$ cat config.mk
export PLATFORM = sky130hd
export DESIGN_NAME = cmm_div
export DESIGN_NICKNAME = d
export VERILOG_FILES = /design/src/cmm_div.sv
export SDC_FILE = /design/constraint.sdc
export NUM_CORES = 1
export LEC_CHECK = 0
export BUFFER_PORTS_ARGS = -buffer_cell sky130_fd_sc_hd__buf_4
export CORE_UTILIZATION = 45
export CTS_BUF_LIST = sky130_fd_sc_hd__clkbuf_8
export DETAILED_ROUTE_END_ITERATION = 16
export GPL_TIMING_DRIVEN = 0
export HOLD_SLACK_MARGIN = 0.12
export PLACE_DENSITY = 0.64
export SLEW_MARGIN = 10
export SYNTH_ARGS = -nofsm -noshare
export SYNTH_HDL_FRONTEND = slang
export SYNTH_SLANG_ARGS = --single-unit
$ cat constraint.sdc
create_clock -name clk -period 5.7 [get_ports clk]
set_input_delay 0.57 -clock clk [delete_from_list [all_inputs] [get_ports clk]]
set_output_delay 0.57 -clock clk [all_outputs]
set_load 0.05 [all_outputs]
$ cat src/cmm_div.sv
// Iterative restoring divider, one quotient bit per cycle.
// Returns floor(num/den) for num < den * 2^Q_W, zero when den is zero.
`default_nettype none
module cmm_div #(
  parameter int N_W = 56,
  parameter int D_W = 40,
  parameter int Q_W = 17
) (
  input  wire logic           clk,
  input  wire logic           rst_n,
  input  wire logic           go,
  input  wire logic [N_W-1:0] num,
  input  wire logic [D_W-1:0] den,
  output logic                done,
  output logic      [Q_W-1:0] quo
);

  localparam int CNT_W = $clog2(Q_W + 1);

  logic             run_r;
  logic [CNT_W-1:0] cnt_r;
  logic [D_W-1:0]   rem_r;
  logic [D_W-1:0]   den_r;
  logic [Q_W-1:0]   nlo_r;
  logic [Q_W-1:0]   quo_r;
  logic             done_r;
  logic [D_W:0]     rs;
  logic             qbit;

  assign rs   = {rem_r, nlo_r[Q_W-1]};
  assign qbit = rs >= {1'b0, den_r};

  always_ff @(posedge clk) begin
    if (!rst_n) begin
      run_r  <= 1'b0;
      done_r <= 1'b0;
      cnt_r  <= '0;
    end else begin
      done_r <= 1'b0;
      if (go) begin
        if (den == '0) begin
          quo_r  <= '0;
          done_r <= 1'b1;
        end else begin
          run_r <= 1'b1;
          cnt_r <= CNT_W'(Q_W);
          quo_r <= '0;
        end
        // high part is already below den by the precondition
        rem_r <= D_W'(num >> Q_W);
        nlo_r <= num[Q_W-1:0];
        den_r <= den;
      end else if (run_r) begin
        rem_r <= qbit ? D_W'(rs - {1'b0, den_r}) : rs[D_W-1:0];
        quo_r <= {quo_r[Q_W-2:0], qbit};
        nlo_r <= nlo_r << 1;
        cnt_r <= cnt_r - CNT_W'(1);
        if (cnt_r == CNT_W'(1)) begin
          run_r  <= 1'b0;
          done_r <= 1'b1;
        end
      end
    end
  end

  assign done = done_r;
  assign quo  = quo_r;

endmodule
`default_nettype wire
Word level (Yosys, flattened, before mapping)
Cells that the tools add are included.

$add $sub $neg: 2. $lt $le $gt $ge: 1. Eq/ne operators: 2. Mux-type cells: 17. Reductions and logical operators: 5.

Operators with widths (count): $mux W40 (2); $mux W17 (3); $ge A41 B40 Y1 (1); $logic_not A40 Y1 (1); $sub A40 B40 Y40 (1); $mux W39 (1); $mux W5 (3); $mux W1 (8); $reduce_and A2 Y1 (3); $eq A5 B1 Y1 const B (1); $sub A5 B1 Y5 const B (1); $ne A2 B2 Y1 const B (1); $reduce_bool A2 Y1 (1).

Register bits: 121. Bits of input ports: 99. Output and inout port bits: 18. Word-level logic and storage cells: 35.

Logic depth before layout (Yosys ltp)
Depth in word-level cells: 4. Mapped depth: 14. Gate-level depth less buffers: 13.

Least setup slack after synthesis
No wires, ideal clock.

Kind: input -> register. Start: in go. End: reg nlo_r[0] (enable). Library setup time: 506 ps. Arrival: 3983 ps. Required time: 5194 ps. Path slack: 1211 ps. Stages: 4. Buffers on the path: 2. Cell sequence: buf_4 > buf_6 > nor2_1 > nor2_1.

Longest elaborated chain between the ends: 2.

Ends and longest elaborated chain: from (decl) (RTL line 11) `input wire logic go,`; $reduce_bool A2 Y1 (no line); $reduce_and A2 Y1 (no line); to (signal assigned) (RTL line 51) `nlo_r <= num[Q_W-1:0];`; to (signal assigned) (RTL line 56) `nlo_r <= nlo_r << 1;`; to (decl) (RTL line 24) `logic [Q_W-1:0] nlo_r;`.

No other way between the ends. A chain may end at the register's enable or synchronous reset.

Final worst setup path
Start: reg nlo_r[16]. End: reg rem_r[36] (data pin).

Longest elaborated chain between the ends: 4. Elaborated cells between the ends (all ways): 5. Those cells by class: add/sub (1); order compare (1); mux (3).

Ends and longest elaborated chain: $sub A40 B40 Y40 / $ge A41 B40 Y1 (equally long branches) (RTL line 54, 31); $mux W40 (*) (RTL line 54) `rem_r <= qbit ? D_W'(rs - {1'b0, den_r}) : rs[D_W-1:0];`; $mux W40 (*) (RTL line 53) `end else if (run_r) begin`; $mux W39 (*) (RTL line 40) `if (go) begin`; to (signal assigned) (RTL line 50) `rem_r <= D_W'(num >> Q_W);`; to (signal assigned) (RTL line 54); to (decl) (RTL line 22) `logic [D_W-1:0] rem_r;`.

Mark *: on every way between the ends. The rest lies on a longest branch, timed or not. The select of a mux whose other input is x is not followed.

==> results.yml <==
outcome:
  outcome: "finished, final reports clean"
synthesis:
  synth-async-reset-ratio: 0
  synth_top_cell_by_area: "edfxtp_1"
  synth_cells: 738
  synthesis.area_sq_um: 7500
  synthTopCellsByArea: "edfxtp_1 (46%), ha_1 (7.0%), nand2_1 (3.9%), a21oi_1 (3.3%), nor2_1 (3.1%)"
  ys_ff_latch: 121
  syn_nets: 880
  syn_area_per_cell_sq_um: 10.16
  synth_edf_count: 114
  synth_top_area_frac: 0.4565
  ys_types: 68
  ys_seq_area_frac: 0.4751
  yosysWarnings: 0
  ys.flop_type: "edfxtp_1"
timing:
  fin_ws_ps: 1857
  hold_viol_final: 0
  fin_crit_ps: 3843
  max-slew-margin-rel: 0.3952
  drv_slew: 0
  setup_viol: 0
  tightest_slew_ps: 898.9
  fmax_ghz: 0.2602
  fin_worst_skew_ps: 15.26
  period_share: 0.6741
  rsz0062_at_grt: "no"
  tns_ps: 0
clock_tree:
  cts-buffers-inserted: 17
  cts-root-buf: "clkbuf_8"
  path_clk_slew_ps: 90
  clock_path_buffers: 2
  cts_setup_buffers: 0
  cts_tree: "yes"
  clock_latency_ps: 450
  htree_num_levels: 4
  ctsHoldBuffers: 0
  cts.sinks: 121
  cts-resized-gates: 0
worst_setup_path:
  cp_num_buf_inv: 2
  path_class: "flop to flop"
  slowest_stage: "or4_1"
  crit_family: "compound AO/OA/AOI/OAI gates"
  path_cells: "inv_1 -> ha_1 -> inv_1 -> fa_1 -> a21o_1 -> a311oi_1 -> or3_1 -> nand3_1 -> a41o_1 -> a311oi_2 -> o221ai_1 -> or4_1 -> o2111a_1"
  worstSetupEndpointType: "flop"
  crit_required_ps: 5910
  max_stage_delay_ps: 450
  crit_arrival_ps: 4060
  crit_top_cell: "inv_1"
  worstPathMaxFanout: 3
  start_kind: "flop"
place:
  hpwl_um: 15160
  port_buffers: 115
  pre_cts_slack_ps: 1918
  gp_congestion: 0.9108
power:
  ir_worst_vdd_mv: 0.2339
  clock_power_share: 0.313
  p_total_mw: 2.744
  powerDensity_nw_per_um2: 299.0
  p_comb_frac: 0.287
  seqPwrFrac: 0.400
  p_leak_nw: 3.822
  cell_internal_pwr_mw: 1.853
  p_sw_frac: 0.3250
  p_switching_mw: 0.8919
global_route:
  grt_pass1_vias: 5958
  grt_pass1_wl_um: 30710
  grt_max_degree: 31
  track_usage: 0.2413
  grt-ovfl-total: 0
  antenna_found_initial: 0
floorplanning:
  ios: 117
  die_y_um: 131.1
  coreArea_sq_um: 16060
  initial_core_util: 0.4670
  dieArea_sq_um: 17190
  row_count: 46
  die_w_um: 131.1
route:
  drc_errors: 0
  routed_wl_um: 19970
  dr.first_iter.drc_count: 461
  antenna_left: 0
  vias: 6139
  drt_pass1_iterations: 5
  routedWlPerCell_um: 18.07
  vias_per_cell: 5.556
finish:
  diodes: 0
  mostFrequentLayoutCells: "buf_4 (121), edfxtp_1 (114), nand2_1 (78), nor2_1 (60), inv_1 (50)"
  nNetsFinal: 1018
  layout-drive-gt1-share: 0.2351
  fillCellCount: 1423
  final_common_cell: "buf_4"
  area_delta_synth_final_pct: 22.39
hold_path:
  min_path_type: "input pin to flop"
flow_run:
  cap_violations: 0
==> sequential cells by signal, summed over array words and instances (netlist names) <==
name	flops
run_r	1
quo	17
nlo_r	17
cnt_r	5
done	1
den_r	40
rem_r	40
==> power groups by stage <==
stage          Clock, mW  Sequential, mW  Combinational [mW]
3_3_place_gp           0            1.12               0.758
4_1_cts            0.871            1.10               0.785
5_1_grt            0.909            1.10               0.867
2_1_floorplan          0            1.14               0.532
6_report           0.858            1.10               0.789
3_5_place_dp           0            1.12               0.779
==> routing by layer <==
layer / wire length (um) / vias up / global-route usage
li1: - / 2997 / -
met1: 9330 / 2968 / 0.3206
met2: 9516 / 154 / 0.3974
met3: 879 / 20 / 0.05479
met4: 245 / 0 / 0.06356
met5: 0 / - / 0
==> cell type report <==
| class | count | area (sq um) | share of cell area |
|---|---|---|---|
| Timing Repair Buffer | 119 | 958.4 | 0.1044 |
| Clock inverter | 15 | 201.4 | 0.02195 |
| Sequential cell | 121 | 3563 | 0.3882 |
| Multi-Input combinational cell | 528 | 3528 | 0.3844 |
| Clock buffer | 17 | 234.0 | 0.02549 |
| Buffer | 38 | 231.5 | 0.02522 |
| Tap cell | 216 | 270.3 | 0.02944 |
| Inverter | 51 | 191.4 | 0.02086 |
==> path summary, 6_finish.rpt <==
check	from	to	slack, ps	cells past startpoint
worst max-delay path	nlo_r[16]	rem_r[36]	1860	13
worst min-delay path	den[9]	den_r[9]	290	1
worst max register to register	nlo_r[16]	rem_r[36]	1860	13
worst min register to register	cnt_r[4]	cnt_r[4]	500	1
==> worst register-to-register path: cells and delay by family, from the launching register on <==
family	cells	cell delay, ps
buffers and inverters	2	130
DFF	1	400
AOI/OAI and AO/OA	6	1640
adders and majority gates	2	560
and+or+nand+nor	3	880
==> logic make-up (layout without fill, tap and decap cells) <==
family | Yosys count | count (layout) | share of synthesized area
xor gates and xnor gates | 34 | 34 | 0.03971
muxes | 20 | 20 | 0.02953
DFF | 121 | 121 | 0.4751
and+or+nand+nor | 246 | 246 | 0.1578
AOI/OAI and AO/OA | 185 | 185 | 0.1687
adders and majority gates | 43 | 43 | 0.07274
buffers and inverters | 89 | 240 | 0.05639
==> cell usage after synthesis, types with 11 or more instances <==
cell	number
mux2_2	17
xnor2_1	23
nor4_1	16
nand2_1	78
o21ai_0	21
nor2b_1	20
a21o_1	21
xor2_1	11
inv_1	50
a21oi_1	49
ha_1	42
a31oi_1	26
nor2_1	62
nor3_1	12
nand3_1	11
edfxtp_1	114
clkbuf_1	14
nand4_1	11
==> stage by stage <==
| stage | cell area, sq um | hold WS [ps] | cells | utilization |
|---|---|---|---|---|
| after CTS | 9179 | 272.5 | 1105 | 0.5716 |
| after global placement | 8633 | 467.8 | 1069 | 0.5376 |
| after detailed placement | 8743 | 479.6 | 1073 | 0.5445 |
| after floorplan | 7500 | 449.0 | 738 | - |
| after global routing | 9179 | 261.3 | 1105 | 0.5716 |
| final | 9179 | 294.0 | 1105 | 0.5716 |
Power figures use the tool's default switching activity.
